### config.mk
export PLATFORM = sky130hd
export DESIGN_NAME = linear_probe_hash_table_top_flat
export DESIGN_NICKNAME = d
export VERILOG_FILES = /design/src/hdl/lph_pkg.sv /design/src/hdl/lph_if.sv /design/src/hdl/linear_probe_hash_table_top.sv /design/src/flat_wrapper.sv
export SDC_FILE = /design/constraint.sdc
export NUM_CORES = 2
export LEC_CHECK = 0
export BUFFER_PORTS_ARGS = -buffer_cell sky130_fd_sc_hd__buf_2
export CORE_MARGIN = 3
export CORE_UTILIZATION = 30
export DETAILED_ROUTE_END_ITERATION = 6
export PLACE_DENSITY_LB_ADDON = 0.25
export SETUP_SLACK_MARGIN = 0.05
export SLEW_MARGIN = 20
export SYNTH_ARGS = -nofsm -noshare
export SYNTH_HDL_FRONTEND = slang
export SYNTH_SLANG_ARGS = --single-unit
### constraint.sdc
create_clock -name clk -period 37 [get_ports clk]
set_input_delay 0 -clock clk [delete_from_list [all_inputs] [get_ports clk]]
set_output_delay 0 -clock clk [all_outputs]
set_load 0.05 [all_outputs]
### src/hdl/lph_pkg.sv
// Shared constants, request codes and hash helpers for the linear probing hash table.
// No dependencies; compile this file first.
`default_nettype none

package lph_pkg;

	// The slot count must be a power of two so that the home slot is a mask of the hash.
	localparam int CAPACITY = 16;
	localparam int IDX_W    = $clog2(CAPACITY);
	localparam int CNT_W    = $clog2(CAPACITY + 1);
	localparam int KEY_W    = 64;
	localparam int VAL_W    = 32;
	localparam int REQ_W    = 2;

	// Initial lookup3 state: 0xdeadbeef plus the key length of 8 bytes, seed 0.
	localparam logic [31:0] HASH_INIT = 32'hdeadbef7;

	typedef enum logic [REQ_W-1:0] {
		REQ_INSERT = 2'd0,
		REQ_REMOVE = 2'd1,
		REQ_LOOKUP = 2'd2
	} req_type_t;

	typedef struct packed {
		logic [31:0] a;
		logic [31:0] b;
		logic [31:0] c;
	} hash_mid_t;

	function automatic logic [31:0] rotl32(input logic [31:0] x, input int k);
		return (x << k) | (x >> (32 - k));
	endfunction

	// First half of the lookup3 final mix, including loading the key words.
	function automatic hash_mid_t hash_front(input logic [KEY_W-1:0] k);
		logic [31:0] a;
		logic [31:0] b;
		logic [31:0] c;
		hash_mid_t   r;
		a = HASH_INIT + k[31:0];
		b = HASH_INIT + k[63:32];
		c = HASH_INIT;
		c = (c ^ b) - rotl32(b, 14);
		a = (a ^ c) - rotl32(c, 11);
		b = (b ^ a) - rotl32(a, 25);
		c = (c ^ b) - rotl32(b, 16);
		r.a = a;
		r.b = b;
		r.c = c;
		return r;
	endfunction

	// Second half of the final mix; returns the hash word c.
	function automatic logic [31:0] hash_back(input hash_mid_t m);
		logic [31:0] a;
		logic [31:0] b;
		logic [31:0] c;
		a = m.a;
		b = m.b;
		c = m.c;
		a = (a ^ c) - rotl32(c, 4);
		b = (b ^ a) - rotl32(a, 14);
		c = (c ^ b) - rotl32(b, 24);
		return c;
	endfunction

endpackage

`default_nettype wire

### src/hdl/lph_if.sv
// Valid/ready channel interfaces for requests and results of the hash table.
// Depends on lph_pkg for field widths.
`default_nettype none

interface lph_req_if import lph_pkg::*; ();
	logic             valid;
	logic             ready;
	logic [REQ_W-1:0] req_type;
	logic [KEY_W-1:0] key;
	logic [VAL_W-1:0] value;

	modport source (output valid, output req_type, output key, output value, input ready);
	modport sink   (input valid, input req_type, input key, input value, output ready);
endinterface

interface lph_rsp_if import lph_pkg::*; ();
	logic             valid;
	logic             ready;
	logic             hit;
	logic [VAL_W-1:0] value_out;
	logic             table_full;

	modport source (output valid, output hit, output value_out, output table_full, input ready);
	modport sink   (input valid, input hit, input value_out, input table_full, output ready);
endinterface

`default_nettype wire

### src/hdl/linear_probe_hash_table_top.sv
// Flow: a request taken in ST_IDLE is mixed by lookup3 in ST_HASH1 and ST_HASH2, then moves
// between ST_PROBE and ST_CMP once per occupied slot compared (at most CAPACITY) and ends in
// ST_RESP; an unknown request code goes from ST_HASH2 straight to ST_RESP.
// No new request is taken before ST_RESP has passed its word on; a finished word waits in the output register.
// Reset clears every slot's used flag and the occupancy count at once; no clearing pass.
// Depends on lph_pkg and the channel interfaces in lph_if.sv.
`default_nettype none

module linear_probe_hash_table_top import lph_pkg::*; (
	input  wire logic clk,
	input  wire logic arst_n,
	lph_req_if.sink   req,
	lph_rsp_if.source rsp
);

	typedef enum logic [5:0] {
		ST_IDLE  = 6'b000001,
		ST_HASH1 = 6'b000010,
		ST_HASH2 = 6'b000100,
		ST_PROBE = 6'b001000,
		ST_CMP   = 6'b010000,
		ST_RESP  = 6'b100000
	} state_t;

	state_t             state_q;
	logic [REQ_W-1:0]   req_q;
	logic [KEY_W-1:0]   key_q;
	logic [VAL_W-1:0]   val_q;
	hash_mid_t          mid_q;
	logic [IDX_W-1:0]   idx_q;
	logic [CNT_W-1:0]   probes_q;
	logic [CNT_W-1:0]   cnt_q;
	logic [CAPACITY-1:0] used_q;

	logic               res_hit_q;
	logic [VAL_W-1:0]   res_val_q;
	logic               res_full_q;

	logic               out_valid_q;
	logic               out_hit_q;
	logic [VAL_W-1:0]   out_val_q;
	logic               out_full_q;

	// Slot memory: key and value of each slot; the used flags live in flip-flops.
	logic [KEY_W+VAL_W-1:0] mem [CAPACITY];
	logic [KEY_W+VAL_W-1:0] rd_s1;
	logic                   mem_we;
	logic [KEY_W-1:0]       rd_key;
	logic [VAL_W-1:0]       rd_val;
	logic [IDX_W-1:0]       idx_next;
	logic                   out_free;
	logic [31:0]            hash_c;

	assign req.ready     = (state_q == ST_IDLE);
	assign rsp.valid     = out_valid_q;
	assign rsp.hit       = out_hit_q;
	assign rsp.value_out = out_val_q;
	assign rsp.table_full = out_full_q;

	assign rd_key   = rd_s1[KEY_W+VAL_W-1:VAL_W];
	assign rd_val   = rd_s1[VAL_W-1:0];
	assign idx_next = (idx_q == IDX_W'(CAPACITY - 1)) ? '0 : idx_q + IDX_W'(1);
	assign out_free = !out_valid_q || rsp.ready;
	assign hash_c   = hash_back(mid_q);

	// An insert writes key and value both when it fills an empty slot and when it updates.
	always_comb begin
		mem_we = 1'b0;
		if (req_q == REQ_INSERT) begin
			if (state_q == ST_PROBE && probes_q != CNT_W'(CAPACITY) && !used_q[idx_q]) begin
				mem_we = 1'b1;
			end else if (state_q == ST_CMP && rd_key == key_q) begin
				mem_we = 1'b1;
			end
		end
	end

	always_ff @(posedge clk) begin
		if (mem_we) begin
			mem[idx_q] <= {key_q, val_q};
		end
		rd_s1 <= mem[idx_q];
	end

	always_ff @(posedge clk) begin
		if (state_q == ST_IDLE && req.valid) begin
			req_q <= req.req_type;
			key_q <= req.key;
			val_q <= req.value;
		end
		if (state_q == ST_HASH1) begin
			mid_q <= hash_front(key_q);
		end
	end

	always_ff @(posedge clk or negedge arst_n) begin
		if (!arst_n) begin
			state_q     <= ST_IDLE;
			idx_q       <= '0;
			probes_q    <= '0;
			cnt_q       <= '0;
			used_q      <= '0;
			res_hit_q   <= 1'b0;
			res_val_q   <= '0;
			res_full_q  <= 1'b0;
			out_valid_q <= 1'b0;
			out_hit_q   <= 1'b0;
			out_val_q   <= '0;
			out_full_q  <= 1'b0;
		end else begin
			if (state_q == ST_RESP && out_free) begin
				out_valid_q <= 1'b1;
				out_hit_q   <= res_hit_q;
				out_val_q   <= res_val_q;
				out_full_q  <= res_full_q;
			end else if (rsp.ready) begin
				out_valid_q <= 1'b0;
			end

			case (state_q)
				ST_IDLE: begin
					if (req.valid) begin
						state_q <= ST_HASH1;
					end
				end
				ST_HASH1: begin
					state_q <= ST_HASH2;
				end
				ST_HASH2: begin
					idx_q      <= hash_c[IDX_W-1:0];
					probes_q   <= '0;
					res_hit_q  <= 1'b0;
					res_val_q  <= '0;
					res_full_q <= 1'b0;
					if (req_q == REQ_INSERT || req_q == REQ_REMOVE || req_q == REQ_LOOKUP) begin
						state_q <= ST_PROBE;
					end else begin
						state_q <= ST_RESP;
					end
				end
				ST_PROBE: begin
					if (probes_q == CNT_W'(CAPACITY)) begin
						// Every slot was visited without a match or an empty slot.
						res_full_q <= (req_q == REQ_INSERT);
						state_q    <= ST_RESP;
					end else if (!used_q[idx_q]) begin
						if (req_q == REQ_INSERT) begin
							used_q[idx_q] <= 1'b1;
							cnt_q         <= cnt_q + CNT_W'(1);
						end
						state_q <= ST_RESP;
					end else begin
						state_q <= ST_CMP;
					end
				end
				ST_CMP: begin
					if (rd_key == key_q) begin
						case (req_q)
							REQ_REMOVE: begin
								res_hit_q     <= 1'b1;
								res_val_q     <= rd_val;
								used_q[idx_q] <= 1'b0;
								cnt_q         <= cnt_q - CNT_W'(1);
							end
							REQ_LOOKUP: begin
								res_hit_q <= 1'b1;
								res_val_q <= rd_val;
							end
							default: begin
							end
						endcase
						state_q <= ST_RESP;
					end else begin
						idx_q    <= idx_next;
						probes_q <= probes_q + CNT_W'(1);
						state_q  <= ST_PROBE;
					end
				end
				ST_RESP: begin
					if (out_free) begin
						state_q <= ST_IDLE;
					end
				end
				default: begin
					state_q <= ST_IDLE;
				end
			endcase
		end
	end

`ifndef SYNTHESIS
	// The occupancy count always agrees with the used flags.
	a_count_matches: assert property (@(posedge clk) disable iff (!arst_n)
		cnt_q == CNT_W'($countones(used_q)))
		else $error("occupancy count differs from used flags");

	// A memory read is only compared for a slot that holds an entry.
	a_cmp_used: assert property (@(posedge clk) disable iff (!arst_n)
		state_q == ST_CMP |-> used_q[idx_q])
		else $error("compare on an empty slot");

	// The probe never runs past the table size.
	a_probe_bound: assert property (@(posedge clk) disable iff (!arst_n)
		probes_q <= CNT_W'(CAPACITY))
		else $error("probe count beyond capacity");

	// A full report only comes from a table whose slots are all used.
	a_full_only_when_full: assert property (@(posedge clk) disable iff (!arst_n)
		(state_q == ST_RESP && res_full_q) |-> (cnt_q == CNT_W'(CAPACITY)))
		else $error("table full reported with free slots");

	// A result word never reports both a hit and a full table.
	a_hit_xor_full: assert property (@(posedge clk) disable iff (!arst_n)
		out_valid_q |-> !(out_hit_q && out_full_q))
		else $error("hit and table full set together");
`endif

endmodule

`default_nettype wire

### src/flat_wrapper.sv
// flat-port wrapper written by rule: the top's interface ports become plain ports
module linear_probe_hash_table_top_flat import lph_pkg::*;
  (clk, arst_n, req_valid, req_req_type, req_key, req_value, req_ready, rsp_valid, rsp_hit, rsp_value_out, rsp_table_full, rsp_ready);
  lph_req_if req_i ();
  lph_rsp_if rsp_i ();
  input  wire logic clk;
  input  wire logic arst_n;
  input wire logic [$bits(req_i.valid)-1:0] req_valid;
  input wire logic [$bits(req_i.req_type)-1:0] req_req_type;
  input wire logic [$bits(req_i.key)-1:0] req_key;
  input wire logic [$bits(req_i.value)-1:0] req_value;
  output wire logic [$bits(req_i.ready)-1:0] req_ready;
  output wire logic [$bits(rsp_i.valid)-1:0] rsp_valid;
  output wire logic [$bits(rsp_i.hit)-1:0] rsp_hit;
  output wire logic [$bits(rsp_i.value_out)-1:0] rsp_value_out;
  output wire logic [$bits(rsp_i.table_full)-1:0] rsp_table_full;
  input wire logic [$bits(rsp_i.ready)-1:0] rsp_ready;
  assign req_i.valid = req_valid;
  assign req_i.req_type = req_req_type;
  assign req_i.key = req_key;
  assign req_i.value = req_value;
  assign req_ready = req_i.ready;
  assign rsp_valid = rsp_i.valid;
  assign rsp_hit = rsp_i.hit;
  assign rsp_value_out = rsp_i.value_out;
  assign rsp_table_full = rsp_i.table_full;
  assign rsp_i.ready = rsp_ready;
  linear_probe_hash_table_top u_core (.clk(clk), .arst_n(arst_n), .req(req_i), .rsp(rsp_i));
endmodule
# Word level (Yosys, flattened, before mapping)
# Memories as Yosys holds them, arrays and structs flattened. A register that Yosys moved wholly into a read port is not among the register bits.
# Cells that the tools add are included.
# Widths: inputs -> output; s select.
[totals] ff_bits=272 latchBits=0 mem_bits_rw=1536 rom_bits=0 out_inout_bits=36 elab_cells=129 n_memories=1
[op_classes] addsub=11 multipliers=0 n_div=0 n_lt_le_gt_ge=2 eq_ne=22 shifts=0 muxes=37 bitwise=17 n_reduce_logical=22
[memory_table] name="u_core.mem" depth=16 width=96 rd=1 rd_clocked_by_memory_dff=1 wr=1 line="linear_probe_hash_table_top.sv:45" text="logic [KEY_W+VAL_W-1:0] mem [CAPACITY];"
[ops] operator="$sub 32x32->32" n=4
[ops] operator="$xor 32x32->32" n=3
[ops] operator="$mux 16" n=5
[ops] operator="$add 32x32->32 const A" n=2
[ops] operator="$eq 64x64->1" n=1
[ops] operator="$mux 32" n=2
[ops] operator="$pmux 32 s2" n=1
[ops] operator="$mux 6" n=6
[ops] operator="$pmux 6 s6" n=1
[ops] operator="$or 32x11->32" n=1
[ops] operator="$or 32x14->32" n=1
[ops] operator="$or 32x16->32" n=1
[ops] operator="$or 32x25->32" n=1
[ops] operator="$pmux 16 s2" n=1
[ops] operator="$or 30x4->30" n=1
[ops] operator="$sub 30x30->30" n=1
[ops] operator="$xor 30x30->30" n=1
[ops] operator="$not 24->24" n=1
[ops] operator="$and 16x16->16" n=1
[ops] operator="$ne 2x2->1 const B" n=8
[ops] operator="$not 16->16" n=1
[ops] operator="$or 16x16->16" n=1
[ops] operator="$mux 1" n=12
[ops] operator="$or 1x12->12 const A" n=1
[ops] operator="37 further kinds" n=53

# Longest topological paths before layout
[depth] word_depth=9 ltp_mapped=83 mapped_depth_nobuf=82

# Worst setup path before layout
# OpenSTA, ideal clock, no wires.
[synth_path] kind="reg2reg" startpoint="reg u_core.key_q[32]" endpoint="reg u_core.mid_q[30] (netlist bit), data pin" setup_time_ns=0.263 t_arrival_ns=14.248 t_required_ns=36.737 slack_ns=22.489 stages_incl_launch_ff=79 period_less_slack_ns=14.511 path_cell_list="edfxtp_1 -> clkbuf_1 -> inv_1 -> ha_1 -> nand2b_1 -> a311o_2 -> or4_4 -> a31oi_1 -> xnor2_1 -> ha_1 -> clkbuf_1 -> a21oi_1 -> o21ai_0 -> a41o_1 -> a21oi_1 -> o21bai_1 -> a21oi_1 -> o21bai_1 -> [43 not listed] -> a21boi_0 -> o21ai_0 -> a21boi_0 -> o21ai_0 -> a21boi_0 -> o21ai_0 -> a21boi_0 -> o21ai_0 -> a21boi_0 -> o21ai_0 -> a21boi_0 -> o21ai_0 -> a21boi_0 -> o21ai_0 -> a211o_1 -> a21oi_1 -> nor3_1 -> nand3b_1"
[synth_via] elab_chain_len=9
[synth_rtl] element="from (decl)" line="linear_probe_hash_table_top.sv:27" text="logic [KEY_W-1:0] key_q;"
[synth_rtl] element="from (signal assigned)" line="linear_probe_hash_table_top.sv:88" text="key_q <= req.key;"
[synth_rtl] element="$add 32x32->32 (*)" line="lph_pkg.sv:41" text="b = HASH_INIT + k[63:32];"
[synth_rtl] element="$or 32x14->32 or $not 24->24 (tied branches)"
[synth_rtl] element="$sub 32x32->32" line="lph_pkg.sv:43" text="c = (c ^ b) - rotl32(b, 14);"
[synth_rtl] element="$xor 32x32->32 or $or 32x11->32 (tied branches)" line="lph_pkg.sv:44, lph_pkg.sv:31"
[synth_rtl] element="$sub 32x32->32" line="lph_pkg.sv:44" text="a = (a ^ c) - rotl32(c, 11);"
[synth_rtl] element="$xor 32x32->32 or $or 32x25->32 (tied branches)" line="lph_pkg.sv:45, lph_pkg.sv:31"
[synth_rtl] element="$sub 32x32->32" line="lph_pkg.sv:45" text="b = (b ^ a) - rotl32(a, 25);"
[synth_rtl] element="$xor 32x32->32 or $or 32x16->32 (tied branches)" line="lph_pkg.sv:46, lph_pkg.sv:31"
[synth_rtl] element="$sub 32x32->32 (*)" line="lph_pkg.sv:46" text="c = (c ^ b) - rotl32(b, 16);"
[synth_rtl] element="to (signal assigned)" line="linear_probe_hash_table_top.sv:92" text="mid_q <= hash_front(key_q);"
[synth_rtl] element="to (decl)" line="linear_probe_hash_table_top.sv:29" text="hash_mid_t mid_q;"
# Every way passes the cells marked *; elsewhere a longest branch is shown, timed or not.
# A chain may end at the register's enable or synchronous reset.

# Final worst setup path
[layout_path] startpoint="reg u_core.key_q[39]" endpoint="reg u_core.mid_q[28] (netlist bit), data pin"
# Same word-level chain as after synthesis.

==> results.ini <==
[floorplanning]
die_area_um2 = 275000
initial_core_util_pct = 30.3
fp.dieH_um = 524
top_level_ports = 138
core_area_um2 = 266000
die_w_um = 524
rows = 189

[clocking]
cts.htree.levels = 4
clkSlewWorstSetupHoldPaths_ns = 0.06
numCtsBuffers = 192
cts_resized = 0
clkLatencyLatePin_ns = 0.86
cts_tree = yes
clockBufferDepth = 3
cts.sinks = 1904
cts_root_buf = clkbuf_16

[sta]
worst_slew_margin_rel_pct = 19.2
hold_viol_final = 0
worstMarginPinSlew_ns = 1.20
fin_worst_skew_ns = 0.0447
fmax_mhz = 57.2
setup_viol = 0
period_share_pct = 47.3
slew_violations = 0
rsz0062_at_grt = false
fin_crit_ns = 17.49
setup-tns-final_ns = 0

[yosys]
synth_top_flop_cell = edfxtp_1
synth_nets = 4785
synthMostInstantiatedCell = edfxtp_1
syn_inst = 4506
ys_async_sr_fraction_pct = 5.25
synth_area_um2 = 80600
synth_edf_count = 1708
synth_common_cells = edfxtp_1, mux4_2, inv_1
ys_seq_area_share_pct = 69.1
synth_top_cell_by_area = edfxtp_1
ys_seq_elements = 1904
yosys_warnings = 0
avgSynthCellArea_um2 = 17.9
synth_cell_type_count = 99
netlist_top_cells_area = edfxtp_1, mux4_2, dfrtp_1, ha_1, dfxtp_1
synth_top_area_share_pct = 63.6

[min_path]
hold_path.class = in -> reg

[detailed_routing]
post_drt_wl_per_cell_um = 26.4
ant_nets = 0
vias = 43000
routed_via_density = 4.94
drtIter0Drc = 3647
wirelength_um = 230000
drc = 0
firstDrtPassIters = 6

[setup_path]
crit_type = reg -> reg
cp-start-kind = flop
critPathCaptureType = flop
cp_common_cell = o21ai_0
cpMaxStageDelayCell = edfxtp_1
timing.critical_path.buf_inv = 1
cp_max_fo = 21
critPathArrivalTime_ns = 18.18
critPathTopFamily = compound AO/OA/AOI/OAI gates
critPathMaxStageDelay_ns = 0.72
required_ns = 37.68

[placement]
port_buffers = 137
hpwl_um = 135000
place.gp.congestion = 0.943

[grt]
overflow = 0
grt_pass1_vias = 43800
grt_pass1_wl_um = 327000
track_usage_pct = 16.5
grt_max_degree = 123
antenna_found_initial = 15

[run]
maxCapViolCount = 0

[cells_and_area]
utilization_pct = 35.5
fillerInstances = 25200
area_growth_syn_to_layout_pct = 17.4
nets = 5263
drive_gt1_share_pct = 21.2

[status]
status = finished clean

## routing by layer
| layer | up-vias | part of all wire, % | global-route usage [%] |
|---|---|---|---|
| met2 | 1124 | 48 | 26.9 |
| met3 | 283 | 4.4 | 2.34 |
| met1 | 22900 | 45 | 23.1 |
| li1 | 18700 | - | - |
| met5 | - | 0.0057 | 0 |
| met4 | 2 | 2.7 | 4.80 |
## cell families after synthesis
group	Yosys count	synth area share, %
and+or+nand+nor	597	3.68
xor gates and xnor gates	393	4.39
buffers and inverters	393	1.85
muxes	491	13.6
DFF	1904	69.1
AOI/OAI and AO/OA	540	4.36
adders and majority gates	188	2.96
## repair_timing
item,in CTS,in global routing
setup buffers,0,0
hold endpoints to repair,224,0
hold buffers,202,0
## path summary, 6_finish.rpt
kind | endpoint | depth (start not counted) | start | slack, ns
max reg2reg | u_core.mid_q[28] | 75 | u_core.key_q[39] | 19.51
max in group asynchronous | u_core.idx_q[3] | 4 | arst_n | 35.96
max | u_core.mid_q[28] | 75 | u_core.key_q[39] | 19.51
min reg2reg | u_core.res_val_q[7] | 2 | u_core.rd_s1[7] | 0.45
min | u_core.state_q[0] | 5 | req_valid | 0.07
min in group asynchronous | u_core.rsp.value_out[20] | 4 | arst_n | 0.32
## registers in the layout, summed over array words and instances (netlist names), named ones only
register	cells
u_core.rsp.table_full	1
u_core.idx_q	4
u_core.val_q	32
u_core.mem	1536
u_core.rsp.valid	1
u_core.res_full_q	1
u_core.rsp.value_out	32
u_core.rd_s1	96
u_core.state_q	6
u_core.key_q	64
u_core.res_hit_q	1
u_core.rsp.hit	1
u_core.res_val_q	32
u_core.req_q	2
u_core.mid_q	74
u_core.probes_q	5
## layout by cell type, fill, tap and decap left out, types with 103 or more instances in the layout
| cell | count |
|---|---|
| buf_4 | 103 |
| nand2_1 | 135 |
| o21ai_0 | 166 |
| buf_2 | 136 |
| xor2_1 | 168 |
| ha_1 | 170 |
| clkbuf_16 | 194 |
| nor2_1 | 143 |
| mux4_2 | 485 |
| xnor2_1 | 217 |
| inv_1 | 225 |
| a21oi_1 | 125 |
| dlygate4sd3_1 | 201 |
| edfxtp_1 | 1708 |
## worst reg2reg max path: cells and delay by family, from the launching register on
kind	cells	cell delay (ns)
buffers and inverters	1	0.10
flip-flops	1	0.72
AO/OA/AOI/OAI	59	12.72
adder cells (fa/ha/maj)	6	2.05
AND/OR/NAND/NOR	6	0.86
XOR/XNOR	3	0.89
## metrics by stage
stage,hold slack [ns],instances,instance area [µm²],setup WS (ns)
2_1_floorplan,-0.296,4506,80600,22.49
3_3_place_gp,0.0300,8121,86200,20.12
3_5_place_dp,0.0377,8121,86200,19.95
4_1_cts,0.0341,8687,94600,19.82
5_1_grt,0.0918,8692,94600,18.02
6_report,0.0696,8694,94600,19.51
## cell type report
type                    instances  area [µm²]  share of cell area (%)
inverters                     226         848                   0.897
diodes                          7        17.5                  0.0185
repair buffers                451        3680                    3.90
flip-flops and latches       1904       55700                    58.9
clock buffers                 263        5290                    5.60
well taps                    3533        4420                    4.67
multi-input cells            2209       23500                    24.9
clock inverters               101        1040                    1.10
Power is left out: the tool's default activity adds up to more than one toggle a clock period on the data nets, which glitch-free logic cannot reach.
